[src/hdl/jsu_pkg.sv]
`timescale 1ns / 1ps
// ----------------------------------------------------------------------------
// jsu_pkg
// Shared types and codes for the JSON string decoder with UTF-8 checking.
// ----------------------------------------------------------------------------
package jsu_pkg;

   localparam int LENGTH_BITS_DEFAULT = 16;
   localparam int QUEUE_DEPTH = 4;
   localparam int QUEUE_PTR_BITS = $clog2(QUEUE_DEPTH);

   localparam logic [1:0] STATUS_DATA     = 2'd0;
   localparam logic [1:0] STATUS_COMPLETE = 2'd1;
   localparam logic [1:0] STATUS_FAULT    = 2'd2;

   localparam logic [3:0] FAULT_NONE         = 4'd0;
   localparam logic [3:0] FAULT_CONTROL      = 4'd1;
   localparam logic [3:0] FAULT_UNTERMINATED = 4'd2;
   localparam logic [3:0] FAULT_BAD_HEX      = 4'd3;
   localparam logic [3:0] FAULT_BAD_LOW      = 4'd4;
   localparam logic [3:0] FAULT_MISSING_LOW  = 4'd5;
   localparam logic [3:0] FAULT_LONE_LOW     = 4'd6;
   localparam logic [3:0] FAULT_OVERLONG     = 4'd7;
   localparam logic [3:0] FAULT_SURROGATE    = 4'd8;
   localparam logic [3:0] FAULT_ABOVE_MAX    = 4'd9;
   localparam logic [3:0] FAULT_BAD_LEAD     = 4'd10;
   localparam logic [3:0] FAULT_TRUNCATED    = 4'd11;
   localparam logic [3:0] FAULT_BAD_CONT     = 4'd12;

   // All results caused by one request. cnt is 1..4; a status or fault
   // bundle always has cnt 1.
   typedef struct packed {
      logic [2:0]       cnt;
      logic [3:0][7:0]  bytes;
      logic [1:0]       status;
      logic [3:0]       fault;
      logic [15:0]      count;
   } bundle_type;

endpackage

[src/hdl/jsu_front.sv]
`timescale 1ns / 1ps
// ----------------------------------------------------------------------------
// jsu_front
// Decodes one request per cycle while q_full is low and pushes a result bundle.
// ----------------------------------------------------------------------------
module jsu_front import jsu_pkg::*; #(
   parameter int LENGTH_BITS = LENGTH_BITS_DEFAULT
) (
   input  logic        clock,
   input  logic        reset,
   input  logic        req_tvalid,
   output logic        req_tready,
   input  logic [7:0]  req_byte,
   input  logic        req_ends,
   input  logic        q_full,
   output logic        push,
   output bundle_type  push_data
);

   typedef enum logic [2:0] {
      PH_PLAIN, PH_ESC, PH_HEX1, PH_WANT_BS, PH_WANT_U, PH_HEX2, PH_UTF8, PH_IDLE
   } phase_type;

   localparam logic [LENGTH_BITS-1:0] LEN_MAX = '1;

   phase_type              phase_ff, phase_in;
   logic [15:0]            cp_ff, cp_in;
   logic [9:0]             hh_ff, hh_in;
   logic [2:0]             hl_ff, hl_in;
   logic [2:0][7:0]        seq_ff, seq_in;
   logic [2:0]             exp_ff, exp_in;
   logic [2:0]             seen_ff, seen_in;
   logic [LENGTH_BITS-1:0] len_ff, len_in;
   logic                   drop_ff, drop_in;

   logic                   accept;
   phase_type              ph;
   logic [7:0]             b;
   logic [2:0]             k;
   logic [3:0][7:0]        eb;
   logic                   fault_hit;
   logic [3:0]             fcode;
   logic                   done;
   logic                   clr;
   logic                   is_hex;
   logic [3:0]             hval;
   logic [15:0]            hex_cp;
   logic [20:0]            pair_cp;
   logic [34:0]            enc;
   logic [LENGTH_BITS:0]   len_sum;
   logic [31:0]            len_ext;

   function automatic logic [34:0] utf8_encode(input logic [20:0] cp);
      logic [2:0]       n;
      logic [3:0][7:0]  o;
      begin
         o = '0;
         if (cp <= 21'h7F) begin
            n = 3'd1;
            o[0] = cp[7:0];
         end else if (cp <= 21'h7FF) begin
            n = 3'd2;
            o[0] = {3'b110, cp[10:6]};
            o[1] = {2'b10, cp[5:0]};
         end else if (cp <= 21'hFFFF) begin
            n = 3'd3;
            o[0] = {4'b1110, cp[15:12]};
            o[1] = {2'b10, cp[11:6]};
            o[2] = {2'b10, cp[5:0]};
         end else begin
            n = 3'd4;
            o[0] = {5'b11110, cp[20:18]};
            o[1] = {2'b10, cp[17:12]};
            o[2] = {2'b10, cp[11:6]};
            o[3] = {2'b10, cp[5:0]};
         end
         utf8_encode = {n, o};
      end
   endfunction

   assign req_tready = !q_full;
   assign accept = req_tvalid && req_tready;
   assign b = req_byte;
   assign ph = (phase_ff == PH_IDLE) ? PH_PLAIN : phase_ff;

   always_comb begin
      is_hex = 1'b1;
      hval = 4'd0;
      if (b >= 8'h30 && b <= 8'h39) begin
         hval = 4'(b - 8'h30);
      end else if (b >= 8'h61 && b <= 8'h66) begin
         hval = 4'(b - 8'h57);
      end else if (b >= 8'h41 && b <= 8'h46) begin
         hval = 4'(b - 8'h37);
      end else begin
         is_hex = 1'b0;
      end
   end

   assign hex_cp = {cp_ff[11:0], hval};
   assign pair_cp = 21'h10000 + {1'b0, hh_ff, hex_cp[9:0]};

   always_comb begin
      phase_in = phase_ff;
      cp_in = cp_ff;
      hh_in = hh_ff;
      hl_in = hl_ff;
      seq_in = seq_ff;
      exp_in = exp_ff;
      seen_in = seen_ff;
      drop_in = drop_ff;
      k = 3'd0;
      eb = '0;
      fault_hit = 1'b0;
      fcode = FAULT_NONE;
      done = 1'b0;
      clr = 1'b0;
      enc = '0;
      if (req_ends) begin
         if (!drop_ff && phase_ff != PH_IDLE) begin
            fault_hit = 1'b1;
            fcode = FAULT_UNTERMINATED;
         end
         clr = 1'b1;
      end else if (!drop_ff) begin
         unique case (ph)
            PH_PLAIN: begin
               phase_in = PH_PLAIN;
               if (b == 8'h22) begin
                  done = 1'b1;
               end else if (b == 8'h5C) begin
                  phase_in = PH_ESC;
               end else if (b <= 8'h1F) begin
                  fault_hit = 1'b1;
                  fcode = FAULT_CONTROL;
               end else if (b < 8'h80) begin
                  k = 3'd1;
                  eb[0] = b;
               end else if (b == 8'hC0 || b == 8'hC1) begin
                  fault_hit = 1'b1;
                  fcode = FAULT_OVERLONG;
               end else if (b >= 8'hF5 && b <= 8'hF7) begin
                  fault_hit = 1'b1;
                  fcode = FAULT_ABOVE_MAX;
               end else if (b < 8'hC2 || b > 8'hF4) begin
                  fault_hit = 1'b1;
                  fcode = FAULT_BAD_LEAD;
               end else begin
                  exp_in = (b <= 8'hDF) ? 3'd2 : ((b <= 8'hEF) ? 3'd3 : 3'd4);
                  seq_in[0] = b;
                  seen_in = 3'd1;
                  phase_in = PH_UTF8;
               end
            end
            PH_ESC: begin
               if (b == 8'h75) begin
                  phase_in = PH_HEX1;
                  hl_in = 3'd4;
                  cp_in = '0;
               end else begin
                  k = 3'd1;
                  unique case (b)
                     8'h62:   eb[0] = 8'h08;
                     8'h66:   eb[0] = 8'h0C;
                     8'h6E:   eb[0] = 8'h0A;
                     8'h72:   eb[0] = 8'h0D;
                     8'h74:   eb[0] = 8'h09;
                     default: eb[0] = b;
                  endcase
                  phase_in = PH_PLAIN;
               end
            end
            PH_HEX1, PH_HEX2: begin
               if (b <= 8'h1F) begin
                  fault_hit = 1'b1;
                  fcode = FAULT_CONTROL;
               end else if (!is_hex) begin
                  fault_hit = 1'b1;
                  fcode = (ph == PH_HEX2) ? FAULT_BAD_LOW : FAULT_BAD_HEX;
               end else if (hl_ff != 3'd1) begin
                  cp_in = hex_cp;
                  hl_in = hl_ff - 3'd1;
               end else begin
                  cp_in = '0;
                  hl_in = 3'd0;
                  if (ph == PH_HEX2) begin
                     if (hex_cp < 16'hDC00 || hex_cp > 16'hDFFF) begin
                        fault_hit = 1'b1;
                        fcode = FAULT_BAD_LOW;
                     end else begin
                        enc = utf8_encode(pair_cp);
                        hh_in = '0;
                        phase_in = PH_PLAIN;
                     end
                  end else if (hex_cp >= 16'hD800 && hex_cp <= 16'hDBFF) begin
                     hh_in = hex_cp[9:0];
                     phase_in = PH_WANT_BS;
                  end else if (hex_cp >= 16'hDC00 && hex_cp <= 16'hDFFF) begin
                     fault_hit = 1'b1;
                     fcode = FAULT_LONE_LOW;
                  end else begin
                     enc = utf8_encode({5'd0, hex_cp});
                     phase_in = PH_PLAIN;
                  end
                  k = enc[34:32];
                  eb = enc[31:0];
               end
            end
            PH_WANT_BS: begin
               if (b <= 8'h1F) begin
                  fault_hit = 1'b1;
                  fcode = FAULT_CONTROL;
               end else if (b != 8'h5C) begin
                  fault_hit = 1'b1;
                  fcode = FAULT_MISSING_LOW;
               end else begin
                  phase_in = PH_WANT_U;
               end
            end
            PH_WANT_U: begin
               if (b != 8'h75) begin
                  fault_hit = 1'b1;
                  fcode = FAULT_MISSING_LOW;
               end else begin
                  phase_in = PH_HEX2;
                  hl_in = 3'd4;
                  cp_in = '0;
               end
            end
            PH_UTF8: begin
               if (b <= 8'h1F) begin
                  fault_hit = 1'b1;
                  fcode = FAULT_CONTROL;
               end else if (b == 8'h22) begin
                  fault_hit = 1'b1;
                  fcode = FAULT_TRUNCATED;
               end else if (seen_ff == 3'd1 && seq_ff[0] == 8'hE0 && b < 8'hA0) begin
                  fault_hit = 1'b1;
                  fcode = FAULT_OVERLONG;
               end else if (seen_ff == 3'd1 && seq_ff[0] == 8'hED && b >= 8'hA0) begin
                  fault_hit = 1'b1;
                  fcode = FAULT_SURROGATE;
               end else if (seen_ff == 3'd1 && seq_ff[0] == 8'hF0 && b < 8'h90) begin
                  fault_hit = 1'b1;
                  fcode = FAULT_OVERLONG;
               end else if (seen_ff == 3'd1 && seq_ff[0] == 8'hF4 && b >= 8'h90) begin
                  fault_hit = 1'b1;
                  fcode = FAULT_ABOVE_MAX;
               end else if (b[7:6] != 2'b10) begin
                  fault_hit = 1'b1;
                  fcode = FAULT_BAD_CONT;
               end else if (seen_ff + 3'd1 >= exp_ff) begin
                  k = exp_ff;
                  for (int i = 0; i < 3; i++) begin
                     if (3'(i) < seen_ff) begin
                        eb[i] = seq_ff[i];
                     end else if (3'(i) == seen_ff) begin
                        eb[i] = b;
                     end
                  end
                  if (seen_ff == 3'd3) begin
                     eb[3] = b;
                  end
                  seq_in = '0;
                  exp_in = 3'd0;
                  seen_in = 3'd0;
                  phase_in = PH_PLAIN;
               end else begin
                  seq_in[seen_ff[1:0]] = b;
                  seen_in = seen_ff + 3'd1;
               end
            end
            default: begin
               clr = 1'b1;
            end
         endcase
         if (fault_hit) begin
            clr = 1'b1;
            drop_in = 1'b1;
         end
         if (done) begin
            clr = 1'b1;
         end
      end else begin
         clr = 1'b0;
      end
      if (req_ends) begin
         drop_in = 1'b0;
      end
   end

   assign len_sum = {1'b0, len_ff} + (LENGTH_BITS + 1)'(k);
   assign len_ext = 32'(len_ff);

   always_comb begin
      len_in = len_sum[LENGTH_BITS] ? LEN_MAX : len_sum[LENGTH_BITS-1:0];
      if (clr) begin
         len_in = '0;
      end
   end

   always_comb begin
      push = accept && (k != 3'd0 || fault_hit || done);
      push_data = '0;
      if (fault_hit) begin
         push_data.cnt = 3'd1;
         push_data.status = STATUS_FAULT;
         push_data.fault = fcode;
      end else if (done) begin
         push_data.cnt = 3'd1;
         push_data.status = STATUS_COMPLETE;
         push_data.count = len_ext[15:0];
      end else begin
         push_data.cnt = k;
         push_data.bytes = eb;
         push_data.status = STATUS_DATA;
      end
   end

   always_ff @(posedge clock) begin
      if (reset) begin
         phase_ff <= PH_PLAIN;
         cp_ff <= '0;
         hh_ff <= '0;
         hl_ff <= '0;
         seq_ff <= '0;
         exp_ff <= '0;
         seen_ff <= '0;
         len_ff <= '0;
         drop_ff <= 1'b0;
      end else if (accept) begin
         if (clr) begin
            phase_ff <= done ? PH_IDLE : PH_PLAIN;
            cp_ff <= '0;
            hh_ff <= '0;
            hl_ff <= '0;
            seq_ff <= '0;
            exp_ff <= '0;
            seen_ff <= '0;
         end else begin
            phase_ff <= phase_in;
            cp_ff <= cp_in;
            hh_ff <= hh_in;
            hl_ff <= hl_in;
            seq_ff <= seq_in;
            exp_ff <= exp_in;
            seen_ff <= seen_in;
         end
         len_ff <= len_in;
         drop_ff <= drop_in;
      end
   end

endmodule

[src/hdl/jsu_queue.sv]
`timescale 1ns / 1ps
// ----------------------------------------------------------------------------
// jsu_queue
// Short queue of result bundles between the decoder and the output stage.
// ----------------------------------------------------------------------------
module jsu_queue import jsu_pkg::*; (
   input  logic       clock,
   input  logic       reset,
   input  logic       push,
   input  bundle_type push_data,
   output logic       full,
   input  logic       pop,
   output bundle_type head,
   output logic       empty
);

   bundle_type                 slot_ff [QUEUE_DEPTH];
   logic [QUEUE_PTR_BITS-1:0]  wr_ff, rd_ff;
   logic [QUEUE_PTR_BITS:0]    count_ff;

   assign full = (count_ff == (QUEUE_PTR_BITS + 1)'(QUEUE_DEPTH));
   assign empty = (count_ff == '0);
   assign head = slot_ff[rd_ff];

   always_ff @(posedge clock) begin
      if (push) begin
         slot_ff[wr_ff] <= push_data;
      end
   end

   always_ff @(posedge clock) begin
      if (reset) begin
         wr_ff <= '0;
         rd_ff <= '0;
         count_ff <= '0;
      end else begin
         if (push) begin
            wr_ff <= wr_ff + 1'b1;
         end
         if (pop) begin
            rd_ff <= rd_ff + 1'b1;
         end
         if (push && !pop) begin
            count_ff <= count_ff + 1'b1;
         end else if (pop && !push) begin
            count_ff <= count_ff - 1'b1;
         end
      end
   end

   a_count_bound: assert property (@(posedge clock) disable iff (reset)
      count_ff <= (QUEUE_PTR_BITS + 1)'(QUEUE_DEPTH))
      else $error("queue count above depth");

   a_no_overflow: assert property (@(posedge clock) disable iff (reset)
      push |-> !full)
      else $error("push into a full queue");

   a_no_underflow: assert property (@(posedge clock) disable iff (reset)
      pop |-> !empty)
      else $error("pop from an empty queue");

endmodule

[src/hdl/jsu_back.sv]
`timescale 1ns / 1ps
// ----------------------------------------------------------------------------
// jsu_back
// Walks the bundle at the head of the queue out as single result items.
// ----------------------------------------------------------------------------
module jsu_back import jsu_pkg::*; (
   input  logic        clock,
   input  logic        reset,
   input  bundle_type  head,
   input  logic        empty,
   output logic        pop,
   output logic        rsp_tvalid,
   input  logic        rsp_tready,
   output logic [31:0] rsp_tdata,
   output logic        rsp_tlast
);

   logic [1:0] idx_ff;
   logic       final_item;

   assign rsp_tvalid = !empty;
   assign final_item = (idx_ff == 2'(head.cnt - 3'd1));
   assign rsp_tlast = final_item;
   assign rsp_tdata = {2'b00, head.count, head.fault, head.status, head.bytes[idx_ff]};
   assign pop = rsp_tvalid && rsp_tready && final_item;

   always_ff @(posedge clock) begin
      if (reset) begin
         idx_ff <= '0;
      end else if (rsp_tvalid && rsp_tready) begin
         idx_ff <= final_item ? 2'd0 : idx_ff + 2'd1;
      end
   end

   a_idx_in_bundle: assert property (@(posedge clock) disable iff (reset)
      rsp_tvalid |-> ({1'b0, idx_ff} < head.cnt))
      else $error("result index past bundle size");

   a_stall_holds: assert property (@(posedge clock) disable iff (reset)
      rsp_tvalid && !rsp_tready |=> $stable(idx_ff))
      else $error("result index moved while stalled");

endmodule

[src/hdl/json_string_unescape_utf8_check.sv]
`timescale 1ns / 1ps
// ----------------------------------------------------------------------------
// json_string_unescape_utf8_check
// JSON string body decoder with escape handling and UTF-8 validation.
// ----------------------------------------------------------------------------
// The block takes one byte of a JSON string body per request, every cycle,
// as long as its four-entry result queue has room; each request yields zero
// to four results, which leave the output port at one per cycle while
// rsp_tready is high. A request that completes a UTF-8 sequence or a \u
// escape releases all its bytes at once, so a run of such requests is paced
// by the output port. There is no clearing pass after reset.
module json_string_unescape_utf8_check import jsu_pkg::*; #(
   parameter int LENGTH_BITS = LENGTH_BITS_DEFAULT
) (
   input  logic        clock,
   input  logic        reset,
   input  logic        req_tvalid,
   output logic        req_tready,
   input  logic [7:0]  req_tdata,   // [7:0] data_byte
   input  logic        req_tlast,   // input_ends
   output logic        rsp_tvalid,
   input  logic        rsp_tready,
   output logic [31:0] rsp_tdata,   // [7:0] out_byte, [9:8] status,
                                    // [13:10] fault_code, [29:14] byte_count
   output logic        rsp_tlast    // last
);

   logic       q_full;
   logic       q_empty;
   logic       push;
   logic       pop;
   bundle_type push_data;
   bundle_type head;

   jsu_front #(.LENGTH_BITS(LENGTH_BITS)) u_front (
      .clock      (clock),
      .reset      (reset),
      .req_tvalid (req_tvalid),
      .req_tready (req_tready),
      .req_byte   (req_tdata),
      .req_ends   (req_tlast),
      .q_full     (q_full),
      .push       (push),
      .push_data  (push_data)
   );

   jsu_queue u_queue (
      .clock     (clock),
      .reset     (reset),
      .push      (push),
      .push_data (push_data),
      .full      (q_full),
      .pop       (pop),
      .head      (head),
      .empty     (q_empty)
   );

   jsu_back u_back (
      .clock      (clock),
      .reset      (reset),
      .head       (head),
      .empty      (q_empty),
      .pop        (pop),
      .rsp_tvalid (rsp_tvalid),
      .rsp_tready (rsp_tready),
      .rsp_tdata  (rsp_tdata),
      .rsp_tlast  (rsp_tlast)
   );

endmodule
[config.mk]
export PLATFORM = sky130hd
export DESIGN_NAME = json_string_unescape_utf8_check
export DESIGN_NICKNAME = d
export VERILOG_FILES = /design/src/hdl/jsu_pkg.sv /design/src/hdl/jsu_front.sv /design/src/hdl/jsu_queue.sv /design/src/hdl/jsu_back.sv /design/src/hdl/json_string_unescape_utf8_check.sv
export SDC_FILE = /design/constraint.sdc
export NUM_CORES = 1
export LEC_CHECK = 0
export ABC_AREA = 0
export BUFFER_PORTS_ARGS = -buffer_cell sky130_fd_sc_hd__buf_2
export CAP_MARGIN = 40
export CORE_UTILIZATION = 31
export CTS_BUF_LIST = sky130_fd_sc_hd__clkbuf_16
export CTS_CLUSTER_SIZE = 24
export DETAILED_ROUTE_END_ITERATION = 8
export SYNTH_ARGS = -nofsm -noshare
export SYNTH_HDL_FRONTEND = slang
export SYNTH_SLANG_ARGS = --single-unit
[constraint.sdc]
create_clock -name clock -period 12.7 [get_ports clock]
set_input_delay 1.905 -clock clock [delete_from_list [all_inputs] [get_ports clock]]
set_output_delay 1.905 -clock clock [all_outputs]
set_load 0.05 [all_outputs]
After elaboration in Yosys (flattened, before gate mapping)
Memories as Yosys holds them, arrays and structs flattened. A register that Yosys moved wholly into a read port is not among the register bits.
Cells that the tools add are included.
- flip-flop bits (word level): 84
- RAM bits: 228
- bits of input ports: 13
- word-level logic and storage cells: 485
- memories kept: 1
- add/sub/neg operators: 13
- $lt $le $gt $ge: 36
- equality and inequality tests: 67
- mux-type cells: 301
- reductions and logical operators: 52
- memories (name ; depth ; bits a word ; read ports ; clocked after Yosys merged registers in ; write ports ; RTL line ; RTL):
    u_queue.slot_ff ; 4 ; 57 ; 1 ; 1 ; 1 ; jsu_queue.sv:17 ; bundle_type slot_ff [QUEUE_DEPTH];
- operators with widths (cell ; number):
    24-bit two-way mux ; 34
    32-bit two-way mux ; 15
    3-bit two-way mux ; 97
    8-bit two-way mux ; 25
    35-bit two-way mux ; 4
    16-bit two-way mux ; 8
    4-bit two-way mux ; 26
    10-bit two-way mux ; 10
    12-bit two-way mux ; 8
    3-bit by 2-bit != test with 1-bit output, second input constant ; 20
    8-bit by 7-bit == test with 1-bit output, second input constant ; 7
    1-bit two-way mux ; 52
    8-bit == test, second input constant ; 6
    24-bit case mux with 2 select lines ; 1
    8-bit case mux with 5 select lines ; 1
    12-bit case mux with 3 select lines ; 1
    16-bit >= comparator, second input constant ; 2
    16-bit less-or-equal comparator, second input constant ; 2
    8-bit < comparator, second input constant ; 4
    8-bit case mux with 4 select lines ; 1
    24-bit bitwise mux ; 1
    8-bit >= comparator, second input constant ; 3
    8-bit less-or-equal comparator, second input constant ; 3
    1-bit logical AND ; 22
    66 further kinds ; 116

Logic depth before layout (Yosys ltp)
- depth after elaboration: 36
- gate-level depth with buffers: 21

By module
Synthesis repeated with hierarchy kept, for this count alone.
- cells, all modules: 1365
- area, all modules: 16007.9 um2
- modules (own cells, without submodules) (module ; times used ; cells each ; area each (um2) ; sequential area each (um2)):
    jsu_queue ; 1 ; 341 ; 8647.0 ; 7026.7
    jsu_front ; 1 ; 974 ; 6847.8 ; 1501.4
    jsu_back ; 1 ; 50 ; 513.0 ; 40.0

Worst setup path before layout
OpenSTA, ideal clock, no wires.
- path type: input -> register
- from: in req_tdata[0]
- to: mem u_queue.slot_ff[0][0] in the netlist's numbering (enable)
- arrival time: 5.973 ns
- required time: 12.280 ns
- path slack: 6.308 ns
- stages: 13
- path through: clkbuf_1 -> inv_1 -> ha_1 -> or3b_2 -> or4_1 -> clkbuf_1 -> o211ai_1 -> or2_2 -> nor3_1 -> nand2_1 -> a21oi_1 -> o41a_4 -> and2_1
- cells in the longest elaborated chain, start to end: 24
- elaborated cells between the ends (all ways): 123
- those cells by class: add/sub: 4; order compare: 27; eq/ne: 7; mux: 68; reduce/logical: 17
- RTL lines (element ; RTL line ; RTL):
    start, declared ; json_string_unescape_utf8_check.sv:19 ; input logic [7:0] req_tdata,
    8-bit by 7-bit >= comparator with 1-bit output / 8-bit by 7-bit less-or-equal comparator with 1-bit output (equally long branches) ; jsu_front.sv:93 ; end else if (b >= 8'h41 && b <= 8'h46) begin
    1-bit logical AND ; jsu_front.sv:93 ;
    4-bit two-way mux ; jsu_front.sv:93 ;
    4-bit two-way mux ; jsu_front.sv:91 ; end else if (b >= 8'h61 && b <= 8'h66) begin
    4-bit two-way mux ; jsu_front.sv:89 ; if (b >= 8'h30 && b <= 8'h39) begin
    17-bit by 20-bit adder with 21-bit output ; jsu_front.sv:101 ; assign pair_cp = 21'h10000 + {1'b0, hh_ff, hex_cp[9:0]};
    21-bit by 16-bit less-or-equal comparator with 1-bit output ; jsu_front.sv:65 ; end else if (cp <= 21'hFFFF) begin
    3-bit two-way mux ; jsu_front.sv:65 ;
    [... 9 more ...] ; -- ;
    3-bit two-way mux ; jsu_front.sv:119 ; if (req_ends) begin
    3-bit nonzero test ; jsu_front.sv:303 ; push = accept && (k != 3'd0 || fault_hit || done);
    1-bit logical OR ; jsu_front.sv:303 ;
    1-bit logical OR * ; jsu_front.sv:303 ;
    1-bit logical AND * ; jsu_front.sv:303 ;
    via push ; json_string_unescape_utf8_check.sv:30 ; logic push;
    1-bit two-way mux * ; jsu_queue.sv:26 ; if (push) begin
    1-bit two-way mux (implied by the code) * ; jsu_queue.sv:27 ; slot_ff[wr_ff] <= push_data;
    end, declared ; jsu_queue.sv:17 ;
The timed path passes the listed nets; every way through them passes the cells marked *. The select of a mux whose other input is x is not followed.

Worst setup path after layout
- from: in req_tdata[0]
- to: reg u_front.len_ff[11]
- cells in the longest elaborated chain, start to end: 21
- elaborated cells between the ends (all ways): 120
- those cells by class: add/sub: 5; order compare: 27; eq/ne: 7; mux: 68; reduce/logical: 13
- RTL lines (element ; RTL line ; RTL):
    8-bit by 7-bit >= comparator with 1-bit output / 8-bit by 7-bit less-or-equal comparator with 1-bit output (equally long branches) ; jsu_front.sv:93 ;
    1-bit logical AND ; jsu_front.sv:93 ;
    4-bit two-way mux ; jsu_front.sv:93 ;
    4-bit two-way mux ; jsu_front.sv:91 ;
    4-bit two-way mux ; jsu_front.sv:89 ;
    17-bit by 20-bit adder with 21-bit output, or another cell as far along ; jsu_front.sv:101 ;
    21-bit by 16-bit less-or-equal comparator with 1-bit output / 1-bit logical AND (equally long branches) ; jsu_front.sv:65, jsu_front.sv:198 ;
    3-bit two-way mux / 1-bit two-way mux (equally long branches) ; jsu_front.sv:65, jsu_front.sv:198 ;
    [... 5 more ...] ; -- ;
    3-bit two-way mux / 1-bit case mux with 5 select lines (equally long branches) ; jsu_front.sv:177, jsu_front.sv:126 ;
    3-bit two-way mux / 1-bit two-way mux (equally long branches) ; jsu_front.sv:174, jsu_front.sv:125 ;
    3-bit case mux with 4 select lines / 1-bit two-way mux (equally long branches) ; jsu_front.sv:126, jsu_front.sv:119 ;
    3-bit two-way mux / 1-bit two-way mux (equally long branches) ; jsu_front.sv:125, jsu_front.sv:277 ;
    3-bit two-way mux / 1-bit two-way mux (equally long branches) ; jsu_front.sv:119, jsu_front.sv:281 ;
    16-bit by 3-bit adder with 17-bit output / 1-bit two-way mux (equally long branches) ; jsu_front.sv:292, jsu_front.sv:125 ;
    16-bit two-way mux / 1-bit two-way mux (equally long branches) ; jsu_front.sv:296, jsu_front.sv:119 ;
    16-bit two-way mux * ; jsu_front.sv:297 ; if (clr) begin
    end signal, assigned ; jsu_front.sv:349 ; len_ff <= len_in;
    end, declared ; jsu_front.sv:33 ; logic [LENGTH_BITS-1:0] len_ff, len_in;
Mark *: on every way between the ends. The rest lies on a longest branch, timed or not. The select of a mux whose other input is x is not followed.
A chain may end at the register's enable or synchronous reset.

==> PnR_summary.wiki <==
{| class="wikitable"
! Metric !! Value
|-
| Outcome || finished, final reports clean
|-
| Number of instances resized during post-cts repair || 0
|-
| Number of vias per cell || about 5.5
|-
| Library cell occupying the most area in the post-synthesis netlist || edfxtp_1
|-
| Transition time at the pin with the least slew margin || about 0.93 ns
|-
| Iteration count of the initial detailed-routing pass || 5
|-
| Buffer type at the clock tree root || clkbuf_16
|-
| Total non-filler cell area in the finished layout || about 17,000 um2
|-
| Maximum achievable frequency || between 100 and 150 MHz
|-
| Register bit count reported by yosys || 310
|-
| Area taken by flip-flops and latches || about 8500 um2
|-
| Async set or reset register ratio after synthesis || 0%
|-
| Clk sink count || between 300 and 400
|-
| Count of pins on the block boundary || 48
|-
| P&R area growth vs syn || 13.2%
|-
| Hold-fix buffer count after cts || 0
|-
| Worst-skew pair later-pin latency || 0.55 ns
|-
| Final worst-path cycle share || 53.2%
|-
| Kind of launch point of the worst setup path || input port
|-
| Total standard cell area after synthesis || 15,400 um2
|-
| Antenna violations before repair || 0
|-
| Power Dens Cells || between 150 and 200 nW/um2
|-
| Sequential-to-total area share from yosys stat || a little over half
|-
| Number of levels in the clock H-tree || 2
|-
| Die height || 225 um
|-
| Count of nets after finishing || roughly 1.4k
|-
| Commonest non-fill, non-tap cell in the layout || edfxtp_1
|-
| Count of pins over their slew limit || 0
|-
| Total DRC errors in the routed layout || 0
|-
| Clock skew || roughly 0.027 ns
|-
| Total global routing track utilization || between 15 and 20%
|-
| Number of global-route vias before repair || 10.7k
|-
| Overall die area || between 50,000 and 60,000 um2
|-
| CTS tree || built
|-
| Setup violations, final || 0
|-
| Cell row count || 81
|-
| Leak || 5.80 nW
|-
| Worst hold slack || ~0.45 ns
|-
| Grt total ovfl || 0
|-
| Most used flip-flop cell after synthesis || edfxtp_1
|-
| Number of enable flip-flop cells after synthesis || 224
|-
| Kind of critical path || in2reg
|-
| Initial DRC Count || about 1.1k
|-
| Total clock buffers created by CTS || 35
|-
| Highest fanout seen on the critical path || 15
|-
| Required time at the worst-slack endpoint || 13.14 ns
|-
| Maximum buffer depth of the clock tree || 3
|-
| Setup repair after global routing missed its margin || no
|-
| Antenna viol nets, final || 0
|-
| Max transition margin || between 30% and 40%
|-
| Worst setup margin || 5.95 ns
|-
| Setup Buffers After CTS || 0
|-
| Fraction of layout instances using a drive strength above 1 || roughly 16%
|-
| PortBufs || 45
|-
| Mean Syn Cell Area || about 12 um2
|-
| Crit end category || flip-flop
|-
| Clock-pin slew on the worst setup and hold paths || 0.06 ns
|-
| GPL Wtd Cong || 0.975
|-
| Pin count of the biggest net entering global routing || slightly below 80
|-
| Number of diodes || 0
|-
| Die width || about 220 um
|-
| Data arrival, critical path || a little over 7 ns
|-
| WL/cell || between 20 and 25 um
|-
| Ranking of synthesized cells by area || edfxtp_1 44%, dfxtp_1 11%, mux4_2 9.4%
|-
| Type of the worst min-delay path || reg2reg
|-
| Multi-input logic area || approximately 6500 um2
|-
| Max Cap Viol || 0
|-
| Gate count after technology mapping || about 1.3k
|-
| Largest vdd supply drop || 0.0000920 V
|-
| Number of fillers in the final layout || roughly 4.8k
|-
| Floorplan core area || 49,000 um2
|-
| HPWL after detailed placement || 29.9 mm
|-
| Initial core utilization || a little under a third
|-
| Wire length of the first global-routing pass || 66.2 mm
|-
| Dpl ws || 5.55 ns
|-
| Number of vias after detailed routing || 11.1k
|-
| Total count of hold-check failures in the final report || 0
|-
| Synth top area share || a little over two fifths
|-
| Total Wirelength || between 40 and 50 mm
|-
| Placed instance area || between 15,000 and 20,000 um2
|-
| Syn. warnings || 0
|-
| Most frequent cells in the layout || 224 x edfxtp_1, 114 x nor2_1, 104 x a21oi_1
|-
| Post-route minimum period || roughly 6.8 ns
|-
| Setup TNS Final || 0 ns
|-
| Count of distinct cell types in the synthesized netlist || a little under 90
|}
## synthesized netlist by cell type (all sizes together) (10+ instances only)
master  instances
o211ai         12
a21oi         105
nor2b          13
o21ai          56
mux2i          15
nand3          43
nor3           34
a22o           13
edfxtp        224
a31oi          11
inv            27
nor4           16
a21o           10
clkbuf         65
buf            17
mux4           64
and2           34
nand2          90
o22ai          18
nand2b         18
nand4          15
and3           19
a22oi          24
dfxtp          86
ha             25
nor2          114
## cell type report
class | instances | area share [%]
sequential | 310 | 48.5
timing repair buffer | 67 | 2.31
tap | 664 | 4.77
multi-input combinational | 893 | 37.5
clock buffer | 36 | 5.17
inverter | 27 | 0.582
clock inverter | 27 | 1.08
## worst paths after layout
| path | slack (ns) | cells after the start | start | to |
|---|---|---|---|---|
| min reg2reg | 0.45 | 1 | u_front.seq_ff[23] | u_front.seq_ff[23] |
| max | 5.95 | 18 | req_tdata[0] | u_front.len_ff[11] |
| min | 0.45 | 1 | u_front.seq_ff[23] | u_front.seq_ff[23] |
| max reg2reg | 7.33 | 17 | u_front.seen_ff[0] | u_front.len_ff[11] |
## worst max-delay path: stages
cell      delay [ns]
buf_2           0.28
inv_1           0.22
ha_1            0.27
or3b_2          0.24
or4_1           0.23
o211ai_1        0.19
or2_2           0.34
nor3_1          0.77
nand2_1         0.57
o21bai_1        0.42
fa_1            0.27
a21o_1          0.13
nand2_1         0.09
nor2_1          0.31
nand3_1         0.41
nand2_1         0.18
o21ai_0         0.08
a211oi_1        0.26
## through the flow
step           instances  utilization, %  power [mW]
2_1_floorplan       1312               -        1.84
3_3_place_gp        1954            33.2        2.04
3_5_place_dp        1961            33.4        2.06
4_1_cts             2024            35.6        3.03
5_1_grt             2024            35.6        3.12
6_report            2024            35.6        2.99
## per-layer routing
metal	vias up	routed length, um	global-route usage, %
met1	5514	19700	24.5
li1	5080	-	-
met3	82	2790	2.95
met5	-	0	0
met2	396	19400	26.1
met4	0	1250	6.23
## report_power, final
| group | switching, mW | internal [mW] | leakage (nW) |
|---|---|---|---|
| sequential | 0.0556 | 1.20 | 2.78 |
| combinational | 0.519 | 0.255 | 2.45 |
| clock | 0.400 | 0.556 | 0.572 |
| total | 0.975 | 2.01 | 5.80 |
## logic make-up after synthesis
| kind of cell | Yosys count | synth area share [%] |
|---|---|---|
| AO/OA/AOI/OAI | 318 | 13.5 |
| XOR/XNOR | 8 | 0.456 |
| adder cells (fa/ha/maj) | 27 | 2.29 |
| buffers and inverters | 109 | 2.78 |
| flip-flops | 310 | 54.9 |
| multiplexers | 83 | 10.7 |
| other | 1 | 0.0244 |
| AND/OR/NAND/NOR | 451 | 15.3 |
## registers in the layout (all words and copies together) (netlist names), named ones only
signal	count
u_queue.count_ff	3
u_front.drop_ff	1
u_front.hh_ff	10
u_front.seen_ff	3
u_front.exp_ff	3
u_front.hl_ff	3
u_queue.rd_ff	2
u_queue.slot_ff	224
u_front.cp_ff	12
u_back.idx_ff	2
u_front.phase_ff	3
u_queue.wr_ff	2
u_front.len_ff	16
u_front.seq_ff	24
Power figures use the tool's default switching activity.
